<file path="src/sv/utc_ts_pkg.sv">
package utc_ts_pkg;

    localparam int FIFO_DEPTH = 4;
    localparam int FIFO_AW    = $clog2(FIFO_DEPTH);

    localparam logic [4:0] POS_MAX = 5'd31;

    localparam logic [1:0] PHASE_FIXED    = 2'd0;
    localparam logic [1:0] PHASE_FRACTION = 2'd1;
    localparam logic [1:0] PHASE_SUFFIX   = 2'd2;

    localparam logic [2:0] SUFFIX_PLUS_DONE = 3'd6;
    localparam logic [2:0] SUFFIX_Z_DONE    = 3'd7;

    localparam logic [13:0] YEAR_MIN   = 14'd2023;
    localparam logic [13:0] YEAR_MAX   = 14'd2100;
    localparam logic [13:0] EPOCH_YEAR = 14'd1970;
    localparam logic [13:0] NO_LEAP_YEAR = 14'd2100;

    localparam logic [16:0] SECS_PER_DAY  = 17'd86400;
    localparam logic [11:0] SECS_PER_HOUR = 12'd3600;
    localparam logic [8:0]  DAYS_PER_YEAR = 9'd365;

    typedef struct packed {
        logic [13:0] year;
        logic [6:0]  month;
        logic [6:0]  day;
        logic [6:0]  hour;
        logic [6:0]  minute;
        logic [6:0]  second;
        logic        parse_ok;
    } fields_t;

    function automatic logic [4:0] month_days(input logic [3:0] m);
        logic [4:0] d;
        case (m)
            4'd1:    d = 5'd31;
            4'd2:    d = 5'd28;
            4'd3:    d = 5'd31;
            4'd4:    d = 5'd30;
            4'd5:    d = 5'd31;
            4'd6:    d = 5'd30;
            4'd7:    d = 5'd31;
            4'd8:    d = 5'd31;
            4'd9:    d = 5'd30;
            4'd10:   d = 5'd31;
            4'd11:   d = 5'd30;
            4'd12:   d = 5'd31;
            default: d = 5'd0;
        endcase
        return d;
    endfunction

    // days before the first of month m, non-leap year
    function automatic logic [8:0] days_before_month(input logic [3:0] m);
        logic [8:0] d;
        case (m)
            4'd1:    d = 9'd0;
            4'd2:    d = 9'd31;
            4'd3:    d = 9'd59;
            4'd4:    d = 9'd90;
            4'd5:    d = 9'd120;
            4'd6:    d = 9'd151;
            4'd7:    d = 9'd181;
            4'd8:    d = 9'd212;
            4'd9:    d = 9'd243;
            4'd10:   d = 9'd273;
            4'd11:   d = 9'd304;
            4'd12:   d = 9'd334;
            default: d = 9'd0;
        endcase
        return d;
    endfunction

endpackage

</file>
<file path="src/sv/utc_ts_fifo.sv">
module utc_ts_fifo
(
    input  logic                 clk,
    input  logic                 rst_n,
    input  logic                 wr_en,
    input  utc_ts_pkg::fields_t  wr_data,
    input  logic                 rd_en,
    output utc_ts_pkg::fields_t  rd_data,
    output logic                 full,
    output logic                 empty
);

    utc_ts_pkg::fields_t mem_reg [utc_ts_pkg::FIFO_DEPTH];
    logic [utc_ts_pkg::FIFO_AW-1:0] wr_ptr_reg, wr_ptr_next;
    logic [utc_ts_pkg::FIFO_AW-1:0] rd_ptr_reg, rd_ptr_next;
    logic [utc_ts_pkg::FIFO_AW:0]   count_reg, count_next;
    logic                           do_wr;
    logic                           do_rd;

    assign full    = (count_reg == (utc_ts_pkg::FIFO_AW+1)'(utc_ts_pkg::FIFO_DEPTH));
    assign empty   = (count_reg == '0);
    assign do_wr   = wr_en && !full;
    assign do_rd   = rd_en && !empty;
    assign rd_data = mem_reg[rd_ptr_reg];

    always_comb
    begin
        wr_ptr_next = do_wr ? wr_ptr_reg + 1'b1 : wr_ptr_reg;
        rd_ptr_next = do_rd ? rd_ptr_reg + 1'b1 : rd_ptr_reg;
        count_next  = count_reg;
        if (do_wr && !do_rd)
        begin
            count_next = count_reg + 1'b1;
        end
        else if (do_rd && !do_wr)
        begin
            count_next = count_reg - 1'b1;
        end
    end

    always_ff @(posedge clk or negedge rst_n)
    begin
        if (!rst_n)
        begin
            wr_ptr_reg <= '0;
            rd_ptr_reg <= '0;
            count_reg  <= '0;
        end
        else
        begin
            wr_ptr_reg <= wr_ptr_next;
            rd_ptr_reg <= rd_ptr_next;
            count_reg  <= count_next;
        end
    end

    always_ff @(posedge clk)
    begin
        if (do_wr)
        begin
            mem_reg[wr_ptr_reg] <= wr_data;
        end
    end

endmodule

</file>
<file path="src/sv/utc_ts_parse.sv">
module utc_ts_parse
(
    input  logic                 clk,
    input  logic                 rst_n,
    input  logic                 accept,
    input  logic [7:0]           character,
    input  logic                 last,
    output logic                 rec_wr,
    output utc_ts_pkg::fields_t  rec_data
);

    logic [4:0]  pos_reg, pos_next;
    logic [13:0] year_reg, year_next;
    logic [6:0]  month_reg, month_next;
    logic [6:0]  day_reg, day_next;
    logic [6:0]  hour_reg, hour_next;
    logic [6:0]  minute_reg, minute_next;
    logic [6:0]  second_reg, second_next;
    logic [1:0]  phase_reg, phase_next;
    logic [2:0]  sfx_reg, sfx_next;
    logic        frac_reg, frac_next;
    logic        bad_reg, bad_next;

    logic        is_digit;
    logic [3:0]  dval;

    function automatic logic [7:0] plus_char(input logic [2:0] idx);
        logic [7:0] c;
        case (idx)
            3'd0:    c = 8'h2B;
            3'd3:    c = 8'h3A;
            3'd1, 3'd2, 3'd4, 3'd5: c = 8'h30;
            default: c = 8'h00;
        endcase
        return c;
    endfunction

    assign is_digit = (character >= 8'h30) && (character <= 8'h39);
    assign dval     = 4'(character - 8'h30);

    always_comb
    begin
        pos_next    = pos_reg;
        year_next   = year_reg;
        month_next  = month_reg;
        day_next    = day_reg;
        hour_next   = hour_reg;
        minute_next = minute_reg;
        second_next = second_reg;
        phase_next  = phase_reg;
        sfx_next    = sfx_reg;
        frac_next   = frac_reg;
        bad_next    = bad_reg;
        rec_wr      = 1'b0;
        rec_data    = '0;

        if (accept)
        begin
            // suffix handling is repeated inline in each phase
            case (phase_reg)
                utc_ts_pkg::PHASE_FIXED:
                begin
                    if (pos_reg == 5'd4 || pos_reg == 5'd7)
                    begin
                        if (character != 8'h2D) bad_next = 1'b1;
                    end
                    else if (pos_reg == 5'd10)
                    begin
                        if (character != 8'h54) bad_next = 1'b1;
                    end
                    else if (pos_reg == 5'd13 || pos_reg == 5'd16)
                    begin
                        if (character != 8'h3A) bad_next = 1'b1;
                    end
                    else if (pos_reg < 5'd19)
                    begin
                        if (!is_digit)
                        begin
                            bad_next = 1'b1;
                        end
                        else if (pos_reg < 5'd4)
                        begin
                            year_next = 14'(year_reg * 14'd10) + 14'(dval);
                        end
                        else if (pos_reg < 5'd7)
                        begin
                            month_next = 7'(month_reg * 7'd10) + 7'(dval);
                        end
                        else if (pos_reg < 5'd10)
                        begin
                            day_next = 7'(day_reg * 7'd10) + 7'(dval);
                        end
                        else if (pos_reg < 5'd13)
                        begin
                            hour_next = 7'(hour_reg * 7'd10) + 7'(dval);
                        end
                        else if (pos_reg < 5'd16)
                        begin
                            minute_next = 7'(minute_reg * 7'd10) + 7'(dval);
                        end
                        else
                        begin
                            second_next = 7'(second_reg * 7'd10) + 7'(dval);
                        end
                    end
                    else if (character == 8'h2E)
                    begin
                        phase_next = utc_ts_pkg::PHASE_FRACTION;
                        frac_next  = 1'b0;
                    end
                    else
                    begin
                        phase_next = utc_ts_pkg::PHASE_SUFFIX;
                        if (sfx_reg == 3'd0 && character == 8'h5A)
                            sfx_next = utc_ts_pkg::SUFFIX_Z_DONE;
                        else if (sfx_reg < utc_ts_pkg::SUFFIX_PLUS_DONE
                                 && character == plus_char(sfx_reg))
                            sfx_next = sfx_reg + 3'd1;
                        else
                            bad_next = 1'b1;
                    end
                end
                utc_ts_pkg::PHASE_FRACTION:
                begin
                    if (is_digit)
                    begin
                        frac_next = 1'b1;
                    end
                    else if (!frac_reg)
                    begin
                        bad_next = 1'b1;
                    end
                    else
                    begin
                        phase_next = utc_ts_pkg::PHASE_SUFFIX;
                        if (sfx_reg == 3'd0 && character == 8'h5A)
                            sfx_next = utc_ts_pkg::SUFFIX_Z_DONE;
                        else if (sfx_reg < utc_ts_pkg::SUFFIX_PLUS_DONE
                                 && character == plus_char(sfx_reg))
                            sfx_next = sfx_reg + 3'd1;
                        else
                            bad_next = 1'b1;
                    end
                end
                utc_ts_pkg::PHASE_SUFFIX:
                begin
                    if (sfx_reg == utc_ts_pkg::SUFFIX_Z_DONE
                        || sfx_reg == utc_ts_pkg::SUFFIX_PLUS_DONE)
                        bad_next = 1'b1;
                    else if (sfx_reg == 3'd0 && character == 8'h5A)
                        sfx_next = utc_ts_pkg::SUFFIX_Z_DONE;
                    else if (character == plus_char(sfx_reg))
                        sfx_next = sfx_reg + 3'd1;
                    else
                        bad_next = 1'b1;
                end
                default:
                begin
                    bad_next = 1'b1;
                end
            endcase

            if (pos_reg < utc_ts_pkg::POS_MAX)
            begin
                pos_next = pos_reg + 5'd1;
            end

            if (last)
            begin
                rec_wr            = 1'b1;
                rec_data.year     = year_next;
                rec_data.month    = month_next;
                rec_data.day      = day_next;
                rec_data.hour     = hour_next;
                rec_data.minute   = minute_next;
                rec_data.second   = second_next;
                rec_data.parse_ok = !bad_next
                                    && phase_next == utc_ts_pkg::PHASE_SUFFIX
                                    && (sfx_next == utc_ts_pkg::SUFFIX_Z_DONE
                                        || sfx_next == utc_ts_pkg::SUFFIX_PLUS_DONE);
                pos_next    = '0;
                year_next   = '0;
                month_next  = '0;
                day_next    = '0;
                hour_next   = '0;
                minute_next = '0;
                second_next = '0;
                phase_next  = utc_ts_pkg::PHASE_FIXED;
                sfx_next    = '0;
                frac_next   = 1'b0;
                bad_next    = 1'b0;
            end
        end
    end

    always_ff @(posedge clk or negedge rst_n)
    begin
        if (!rst_n)
        begin
            pos_reg    <= '0;
            year_reg   <= '0;
            month_reg  <= '0;
            day_reg    <= '0;
            hour_reg   <= '0;
            minute_reg <= '0;
            second_reg <= '0;
            phase_reg  <= utc_ts_pkg::PHASE_FIXED;
            sfx_reg    <= '0;
            frac_reg   <= 1'b0;
            bad_reg    <= 1'b0;
        end
        else
        begin
            pos_reg    <= pos_next;
            year_reg   <= year_next;
            month_reg  <= month_next;
            day_reg    <= day_next;
            hour_reg   <= hour_next;
            minute_reg <= minute_next;
            second_reg <= second_next;
            phase_reg  <= phase_next;
            sfx_reg    <= sfx_next;
            frac_reg   <= frac_next;
            bad_reg    <= bad_next;
        end
    end

endmodule

</file>
<file path="src/sv/utc_ts_epoch.sv">
module utc_ts_epoch
(
    input  logic                 clk,
    input  logic                 rst_n,
    input  utc_ts_pkg::fields_t  rec_data,
    input  logic                 rec_empty,
    output logic                 rec_rd,
    input  logic                 pop,
    output logic                 empty,
    output logic [31:0]          epoch_seconds,
    output logic                 valid_res
);

    // stage 1: range checks, day count, seconds of day
    logic        s1_valid_reg, s1_valid_next;
    logic        s1_ok_reg;
    logic [15:0] s1_days_reg;
    logic [16:0] s1_sod_reg;
    // stage 2: final epoch
    logic        s2_valid_reg, s2_valid_next;
    logic        s2_ok_reg;
    logic [31:0] s2_epoch_reg;

    logic        s2_load;
    logic        s1_load;

    logic        leap;
    logic [3:0]  mon;
    logic [4:0]  dim;
    logic        ok;
    logic [13:0] yoff_full;
    logic [13:0] lcnt_full;
    logic [16:0] year_days;
    logic [15:0] days;
    logic [16:0] sod;
    logic [32:0] prod;

    assign mon       = rec_data.month[3:0];
    assign leap      = (rec_data.year[1:0] == 2'b00)
                       && (rec_data.year != utc_ts_pkg::NO_LEAP_YEAR);
    assign dim       = utc_ts_pkg::month_days(mon)
                       + 5'((rec_data.month == 7'd2) && leap);
    assign yoff_full = rec_data.year - utc_ts_pkg::EPOCH_YEAR;
    // leap years from 1970 up to the year before; exact for years through 2100
    assign lcnt_full = (yoff_full - 14'd1 + 14'd2) >> 2;
    assign year_days = 17'(yoff_full[7:0]) * 17'(utc_ts_pkg::DAYS_PER_YEAR);
    assign days      = 16'(year_days)
                       + 16'(lcnt_full[5:0])
                       + 16'(utc_ts_pkg::days_before_month(mon))
                       + 16'((rec_data.month > 7'd2) && leap)
                       + 16'(rec_data.day)
                       - 16'd1;
    assign sod       = 17'(17'(rec_data.hour[4:0]) * 17'(utc_ts_pkg::SECS_PER_HOUR))
                       + 17'(12'(rec_data.minute[5:0]) * 12'd60)
                       + 17'(rec_data.second);
    assign ok        = rec_data.parse_ok
                       && rec_data.year >= utc_ts_pkg::YEAR_MIN
                       && rec_data.year <= utc_ts_pkg::YEAR_MAX
                       && rec_data.month >= 7'd1 && rec_data.month <= 7'd12
                       && rec_data.hour <= 7'd23
                       && rec_data.minute <= 7'd59
                       && rec_data.second <= 7'd59
                       && rec_data.day >= 7'd1
                       && rec_data.day <= 7'(dim);

    assign prod    = 33'(s1_days_reg) * 33'(utc_ts_pkg::SECS_PER_DAY);

    assign s2_load = !s2_valid_reg || pop;
    assign s1_load = !s1_valid_reg || s2_load;
    assign rec_rd  = s1_load && !rec_empty;

    assign s1_valid_next = s1_load ? !rec_empty : s1_valid_reg;
    assign s2_valid_next = s2_load ? s1_valid_reg : s2_valid_reg;

    assign empty         = !s2_valid_reg;
    assign epoch_seconds = s2_epoch_reg;
    assign valid_res     = s2_ok_reg;

    always_ff @(posedge clk or negedge rst_n)
    begin
        if (!rst_n)
        begin
            s1_valid_reg <= 1'b0;
            s2_valid_reg <= 1'b0;
        end
        else
        begin
            s1_valid_reg <= s1_valid_next;
            s2_valid_reg <= s2_valid_next;
        end
    end

    always_ff @(posedge clk)
    begin
        if (rec_rd)
        begin
            s1_ok_reg   <= ok;
            s1_days_reg <= days;
            s1_sod_reg  <= sod;
        end
        if (s2_load && s1_valid_reg)
        begin
            s2_ok_reg    <= s1_ok_reg;
            s2_epoch_reg <= s1_ok_reg ? prod[31:0] + 32'(s1_sod_reg) : 32'd0;
        end
    end

endmodule

</file>
<file path="src/sv/utc_timestamp_to_epoch.sv">
// channel  | handshake         | payload
// ---------+-------------------+--------------------------------
// input    | push / full       | character[7:0], last
// result   | empty / pop       | epoch_seconds[31:0], valid_res
//
// One character per cycle while full is low; a text ending in last is written as a record
// to the record queue, then registered in the check stage and the multiply stage. Results
// then follow at one per cycle while pop is high. rst_n clears the parser and all queues.
// pop held low stalls the back end; full rises only when the record queue fills.
module utc_timestamp_to_epoch
(
    input  logic        clk,
    input  logic        rst_n,
    input  logic        push,
    output logic        full,
    input  logic [7:0]  character,
    input  logic        last,
    output logic        empty,
    input  logic        pop,
    output logic [31:0] epoch_seconds,
    output logic        valid_res
);

    utc_ts_pkg::fields_t wr_rec;
    utc_ts_pkg::fields_t rd_rec;
    logic                wr_en;
    logic                rd_en;
    logic                q_empty;
    logic                accept;

    assign accept = push && !full;

    utc_ts_parse u_parse
    (
        .clk       (clk),
        .rst_n     (rst_n),
        .accept    (accept),
        .character (character),
        .last      (last),
        .rec_wr    (wr_en),
        .rec_data  (wr_rec)
    );

    utc_ts_fifo u_fifo
    (
        .clk     (clk),
        .rst_n   (rst_n),
        .wr_en   (wr_en),
        .wr_data (wr_rec),
        .rd_en   (rd_en),
        .rd_data (rd_rec),
        .full    (full),
        .empty   (q_empty)
    );

    utc_ts_epoch u_epoch
    (
        .clk           (clk),
        .rst_n         (rst_n),
        .rec_data      (rd_rec),
        .rec_empty     (q_empty),
        .rec_rd        (rd_en),
        .pop           (pop),
        .empty         (empty),
        .epoch_seconds (epoch_seconds),
        .valid_res     (valid_res)
    );

endmodule
</file>
<file path="config.mk">
export PLATFORM = sky130hd
export DESIGN_NAME = utc_timestamp_to_epoch
export DESIGN_NICKNAME = d
export VERILOG_FILES = /design/src/sv/utc_ts_pkg.sv /design/src/sv/utc_ts_fifo.sv /design/src/sv/utc_ts_parse.sv /design/src/sv/utc_ts_epoch.sv /design/src/sv/utc_timestamp_to_epoch.sv
export SDC_FILE = /design/constraint.sdc
export NUM_CORES = 1
export LEC_CHECK = 0
export BUFFER_PORTS_ARGS = -buffer_cell sky130_fd_sc_hd__buf_2
export CAP_MARGIN = 15
export CORE_UTILIZATION = 40
export CTS_BUF_LIST = sky130_fd_sc_hd__clkbuf_8
export CTS_CLUSTER_SIZE = 40
export DETAILED_ROUTE_END_ITERATION = 10
export PLACE_DENSITY_LB_ADDON = 0.08
export SYNTH_ARGS = -nofsm -noshare
export SYNTH_HDL_FRONTEND = slang
export SYNTH_SLANG_ARGS = --single-unit
export TNS_END_PERCENT = 50
</file>
<file path="constraint.sdc">
create_clock -name clk -period 11.7 [get_ports clk]
set_input_delay 2.925 -clock clk [delete_from_list [all_inputs] [get_ports clk]]
set_output_delay 2.925 -clock clk [all_outputs]
set_load 0.02 [all_outputs]
</file>
* Word-level counts from Yosys, hierarchy flattened
Memories as Yosys holds them, arrays and structs flattened.
Cells that the tools add are included.
** Cells by class
- Multipliers :: 10
- Add/subtract/negate cells :: 25
- Order comparisons :: 20
- Reductions and logical operators :: 48
- Equal/unequal tests :: 34
- Mux-type cells :: 144
** Operators by type and width (number)
- 7-bit 2-to-1 mux :: 54
- 8-bit 2-to-1 mux :: 15
- 14-bit 2-to-1 mux :: 8
- 50-bit 2-to-1 mux :: 2
- 3-bit 2-to-1 mux :: 18
- 7-bit by 4-bit adder with 7-bit output :: 5
- 7-bit by 3-bit multiplier with 6-bit output, second input constant :: 5
- 32-bit by 17-bit adder with 32-bit output :: 1
- 1-bit 2-to-1 mux :: 31
- 1-bit logical AND :: 25
- 16-bit by 10-bit multiplier with 25-bit output, second input constant :: 1
- 8-bit equality test :: 3
- 3-bit equality test, second input constant :: 7
- 2-bit 2-to-1 mux :: 9
- 6-bit case mux with 3 select lines :: 1
- 17-bit by 12-bit adder with 17-bit output :: 1
- 17-bit by 7-bit adder with 17-bit output :: 1
- 16-bit by 1-bit adder with 16-bit output :: 1
- 16-bit by 6-bit adder with 16-bit output :: 1
- 16-bit by 7-bit adder with 16-bit output :: 1
- 16-bit by 9-bit adder with 16-bit output :: 1
- 8-bit by 9-bit multiplier with 16-bit output, second input constant :: 1
- 8-bit by 6-bit != test with 1-bit output, second input constant :: 2
- 16-bit by 1-bit subtractor with 16-bit output, second input constant :: 1
- 55 further kinds :: 86
** Word-level totals
- Bits in registers :: 137
- Input port bits :: 13
- Word-level logic and storage cells :: 305
- ROM bits :: 224
- Memories kept :: 3
- Bits in writable memories :: 200
- Output and inout bits :: 35
** Memories
- u_fifo.mem_reg :: words 4, width 50, read ports 1, clocked after Yosys merged registers in 0, write ports 1, RTL line utc_ts_fifo.sv:13 : utc_ts_pkg::fields_t mem_reg [utc_ts_pkg::FIFO_DEPTH];
- (name not given) :: words 16, width 9, read ports 1, clocked after Yosys merged registers in 0, write ports 0, RTL line utc_ts_pkg.sv:57 : case (m)
- (name not given) :: words 16, width 5, read ports 1, clocked after Yosys merged registers in 0, write ports 0, RTL line utc_ts_pkg.sv:36 : case (m)

* Longest topological paths before layout
- Word-level depth :: 27
- Mapped depth :: 30

* By module
Synthesis repeated with hierarchy kept, for this count alone.
** Second synthesis, totals
- Cell total of the unflattened synthesis :: 2079
- Area total of the unflattened synthesis :: 24233.2 µm²
** By module, submodules not included
- utc_ts_epoch :: times used 1, area an instance 10448.8 µm², cells each 1074, seq. area each 2062.0 µm²
- utc_ts_fifo :: times used 1, area an instance 7704.9 µm², cells each 298, seq. area each 6180.9 µm²
- utc_ts_parse :: times used 1, area an instance 6065.8 µm², cells each 706, seq. area each 1526.5 µm²
- utc_timestamp_to_epoch :: times used 1, area an instance 13.8 µm², cells each 1, seq. area each 0.0 µm²

* Worst setup path after synthesis
Ideal clock, no wire load.
- Kind :: register to register
- From :: register u_fifo.rd_ptr_reg[0] (netlist name)
- To :: register u_epoch.s1_days_reg[14], data pin
- Data required time :: 11.434 ns
- Buffers on the path :: 5
- Period minus slack after synthesis :: 6.669 ns
- Arrival time :: 6.403 ns
- Slack :: 5.031 ns
- Cell stages (with the launch flop) :: 31
- Path through :: dfrtp_1 buf_4 buf_6 buf_6 buf_2 buf_2 nand2_1 o21ai_0 inv_1 ha_1 mux2i_1 nor2_1 a21oi_1 fa_1 inv_1 fa_1 inv_1 fa_1 inv_1 fa_1 ha_1 fa_1 a21o_1 a21oi_1 o21bai_1 a21oi_1 nor2b_1 o21a_1 o31a_1 o41ai_1 xnor2_1
** Between the ends
- Word-level cells in the longest chain between the ends :: 9
- Elaborated cells on any way between the ends :: 16
- Classes of those cells :: add/sub: 8; mul: 1; order compare: 1; eq/ne: 1; reduce/logical: 3; memory: 2
** RTL lines
- from (decl) :: RTL line utc_ts_fifo.sv:15 : logic [utc_ts_pkg::FIFO_AW-1:0] rd_ptr_reg, rd_ptr_next;
- from (signal assigned) :: RTL line utc_ts_fifo.sv:52 : rd_ptr_reg <= rd_ptr_next;
- memory read 4 x 50 bit (*)
- parallel branches: the longest is 6 deep, another holds 8-bit by 9-bit multiplier with 16-bit output
- 16-bit by 7-bit adder with 16-bit output (*) :: RTL line utc_ts_epoch.sv:51 : + 16'(rec_data.day)
- 16-bit by 1-bit subtractor with 16-bit output (*) :: RTL line utc_ts_epoch.sv:52 : - 16'd1;
- named net u_epoch.days[14] :: RTL line utc_ts_epoch.sv:34 : logic [15:0] days;
- to (signal assigned) :: RTL line utc_ts_epoch.sv:98 : s1_days_reg <= days;
- to (decl) :: RTL line utc_ts_epoch.sv:17 : logic [15:0] s1_days_reg;
Mark *: on every way through the listed nets, which the timed path passes.
A chain may end at the register's enable or synchronous reset.

* Worst setup path in the final report
- From :: register u_fifo.rd_ptr_reg[1] (netlist name)
- To :: register u_epoch.s1_days_reg[14], data pin
Same word-level chain as after synthesis.

==> results.md <==
- In this run, the number of DRC markers left after iteration 0 of detailed routing was 667.
- Dividing the final minimum period by the clock period gives 65.5%.
- The area share of the largest cell type after synthesis is 33.1%.
- The post-synthesis to final-layout area growth is 9.67%.
- The sequential fraction of the synthesis area is 40.3%.
- Along the worst hold path, the cell count comes to 1.
- The clock net sink count is 337.
- The clock passes through at most 3 buffers.
- Setup repair after global routing left no endpoint under its margin.
- The count of flip-flops with a built-in enable after synthesis is 267.
- The number of nets in the layout is 2630.
- The kind of launch point of the worst setup path is a flip-flop.
- For this block, the routed nets add up to 52200 um of wire.
- Once the floorplan was initialized, standard cells occupied 40.7% of the core.
- The post-route setup TNS is 0 ps.
- For this run, design rule violations remaining after detail routing come to 0.
- Measured along the x axis, the die boundary spans 248 um.
- Grouping stages by cell kind, the critical path spends the most delay in adder cells.
- The critical path runs through a total of 27 cells.
- The number of flip-flops in the largest register is 200.
- The number of filler instances in the final layout is 5691.
- The worst hold path endpoint is u_fifo.count_reg[2].
- The initial antenna violation count is 1.
- At the worst endpoint, the arrival time is 8030 ps.
- The endpoint identified for the worst register-to-register timing path is u_epoch.s1_days_reg[14].
- The CTS tree is built.
- The number of rows created at floorplan is 89.
- Among all stages on the critical path, the largest delay is contributed by sky130_fd_sc_hd__buf_4.
- The total routing usage reported by global routing is 17.7%.
- For the pin with the worst max-slew slack, the measured transition is 995 ps.
- The maximum level of the CTS H-tree is 3.
- The delay of the slowest cell on the worst path is 550 ps.
- After clock tree synthesis, the clock-pin slew on the worst setup and hold paths is 60 ps.
- After synthesis, the cell types taking the most area are sky130_fd_sc_hd__edfxtp_1 33%, sky130_fd_sc_hd__ha_1 15%, sky130_fd_sc_hd__fa_1 8.5%.
- Dividing the detail-routed via count by the number of cells gives 5.15.
- The cell seen most often among critical-path stages is sky130_fd_sc_hd__inv_1.
- For this run, the top clock speed supported by timing is 130 MHz.
- In the synthesized netlist the async set-or-reset flop fraction comes to 20.8%.
- The number of global-route vias before repair came to 16100.
- CTS placed an instance of sky130_fd_sc_hd__clkbuf_8 at the clock tree root.
- The largest area contributor in the synthesized netlist is sky130_fd_sc_hd__edfxtp_1.
- The share of layout cells above drive strength 1 is 10.5%.
- The overall die height is 248 um.
- The setup path with the least slack is of type flip-flop to flip-flop.
- Routability-driven placement finished with a final weighted congestion of 0.824.
- In this run the worst path has a maximum fanout of 41.
- The synthesized instance count is 2161.
- The critical path contains buffers and inverters numbering 6 combined.
- Entering global routing, the biggest net connects 71 pins.
- The die area is 61500 um^2.
- Once the clock tree was built, the resizer swapped 0 gates to a different size.
- The synthesized netlist occupies a cell area of 24200 um^2.
- The count of final hold-check violations is 0.
- The reg-to-reg setup timing slack is 4030 ps.
- Measured against its own limit, the worst slew margin works out to 33.7%.
- The source of the worst hold timing path is u_fifo.count_reg[2].
- The half-perimeter wire length of the detailed placement result is 38000 um.
- The number of buffers inserted by post-CTS setup repair is 0.
- The number of top-level pins is 48.
- The core footprint is 59500 um^2.
- The number of nets handed over by synthesis was 2562.
- The clock latency on the worst-skew pair is 630 ps.
- The kind of capture point of the worst setup path is a flip-flop.
- In this run, distinct cell masters in the synthesized netlist total 98.
- In the final routed layout, each cell accounts on average for 17.1 um.
- The startpoint identified for the worst register-to-register timing path is u_fifo.rd_ptr_reg[1].
- Max-cap violations in this run came to 0.
- The first detailed-routing pass ran for 5 iterations.
- For the worst flop-to-flop path, the logic depth is 27.
- After global routing the overflow that remains totals 0.
- The flip-flop and latch count after synthesis is 337.
- The required arrival time at the worst endpoint is 12060 ps.
- The number of input and output port buffers inserted is 47.
- The number of routed nets with antenna violations is 0.
- The number of slew-limit violations in the final report is 0.
- The wire length of the first global-routing pass is 85100 um.
- The worst path needs 7670 ps of the cycle, external delays included.
- The total CTS buffers is 66.
- The class of the most critical hold timing path is flip-flop to flip-flop.
- The clock arrives with 36.8 ps of skew.
- The average instance area after synthesis is 11.2 um^2.
- The count of final setup violators is 0.
- The via total after detailed routing is 15700.
- Buffers inserted to repair hold after CTS numbered 0.
- The Yosys step of the flow raised 0 warnings.
- The run finished with clean final reports.
- For this run, the leading register cell type out of synthesis is sky130_fd_sc_hd__edfxtp_1.
per-stage QoR:
stage                     hold slack (ps)  utilization, %  worst slack (ps)  area (um^2)  cells
after floorplan                       450               -              5030        24200   2161
after global placement                464            42.5              4030        25300   2934
after detailed placement              472            42.5              3990        25300   2934
after CTS                             484            44.7              3960        26600   3051
after global routing                  504            44.7              3490        26600   3052
final                                 480            44.7              4030        26600   3052
synth_stat cells, types with 39 or more instances:
cell,count
sky130_fd_sc_hd__ha_1,285
sky130_fd_sc_hd__edfxtp_1,267
sky130_fd_sc_hd__inv_1,265
sky130_fd_sc_hd__nand2_1,162
sky130_fd_sc_hd__a21oi_1,127
sky130_fd_sc_hd__nor2_1,123
sky130_fd_sc_hd__xnor2_1,117
sky130_fd_sc_hd__fa_1,103
sky130_fd_sc_hd__o21ai_0,90
sky130_fd_sc_hd__dfrtp_1,70
sky130_fd_sc_hd__clkbuf_1,40
sky130_fd_sc_hd__mux4_2,39
final cells by class:
class | instances | area, um^2 | share of cell area (%)
clock inverter | 49 | 364 | 1.37
antenna | 1 | 2.50 | 0.00942
multi-input combinational | 1497 | 13200 | 49.6
timing repair buffer | 59 | 328 | 1.23
clock buffer | 68 | 936 | 3.52
tap | 773 | 967 | 3.64
sequential | 337 | 9770 | 36.8
inverter | 268 | 1010 | 3.79
how the worst max path moves through the flow:
| stage | start | to | slack, ps |
|---|---|---|---|
| global placement | u_fifo.rd_ptr_reg[1] | u_epoch.s1_days_reg[14] | 4030 |
| finish | u_fifo.rd_ptr_reg[1] | u_epoch.s1_days_reg[14] | 4030 |
| global route | u_fifo.rd_ptr_reg[1] | u_epoch.s1_days_reg[14] | 3490 |
| floorplan | u_fifo.rd_ptr_reg[0] | u_epoch.s1_days_reg[14] | 5030 |
| CTS | u_fifo.rd_ptr_reg[1] | u_epoch.s1_days_reg[14] | 3960 |
| detailed placement | u_fifo.rd_ptr_reg[1] | u_epoch.s1_days_reg[14] | 3990 |
cell families (layout without fill, tap and decap cells):
logic type / Yosys count / count (layout) / share of synthesized area, %
DFF: 337 / 337 / 40.3
adders and majority gates: 388 / 388 / 23.2
xor gates and xnor gates: 153 / 153 / 5.53
and+or+nand+nor: 483 / 483 / 9.92
muxes: 70 / 70 / 4.93
AOI/OAI and AO/OA: 403 / 403 / 10.7
buffers and inverters: 327 / 444 / 5.34
other: 0 / 1 / 0
placed cells by master (no fill, tap or decap), types with 13 or more instances in the layout:
cell type,count
sky130_fd_sc_hd__a21o_1,28
sky130_fd_sc_hd__a21oi_1,126
sky130_fd_sc_hd__a22oi_1,26
sky130_fd_sc_hd__and2_1,16
sky130_fd_sc_hd__buf_2,46
sky130_fd_sc_hd__buf_4,13
sky130_fd_sc_hd__clkbuf_8,68
sky130_fd_sc_hd__clkinv_1,13
sky130_fd_sc_hd__dfrtp_1,68
sky130_fd_sc_hd__edfxtp_1,267
sky130_fd_sc_hd__fa_1,103
sky130_fd_sc_hd__ha_1,285
sky130_fd_sc_hd__inv_1,283
sky130_fd_sc_hd__mux2i_1,26
sky130_fd_sc_hd__mux4_2,39
sky130_fd_sc_hd__nand2_1,161
sky130_fd_sc_hd__nand2b_1,16
sky130_fd_sc_hd__nand3_1,25
sky130_fd_sc_hd__nand4_1,13
sky130_fd_sc_hd__nor2_1,123
sky130_fd_sc_hd__nor2b_1,16
sky130_fd_sc_hd__nor3_1,26
sky130_fd_sc_hd__nor4_1,15
sky130_fd_sc_hd__o21ai_0,90
sky130_fd_sc_hd__o21bai_1,21
sky130_fd_sc_hd__xnor2_1,117
sky130_fd_sc_hd__xor2_1,36
metal layers:
metal	share of wire, %	GRT usage [%]	wire length (um)	vias to the layer above
met5	0	0	0	-
met4	1.9	4.96	1010	0
met3	3.5	2.89	1840	73
met2	49	31.0	25600	248
met1	45	22.6	23700	7606
li1	-	-	-	7789
Power is not shown: default switching activity piles up to over one toggle a cycle in this logic, so the estimate is an artifact.
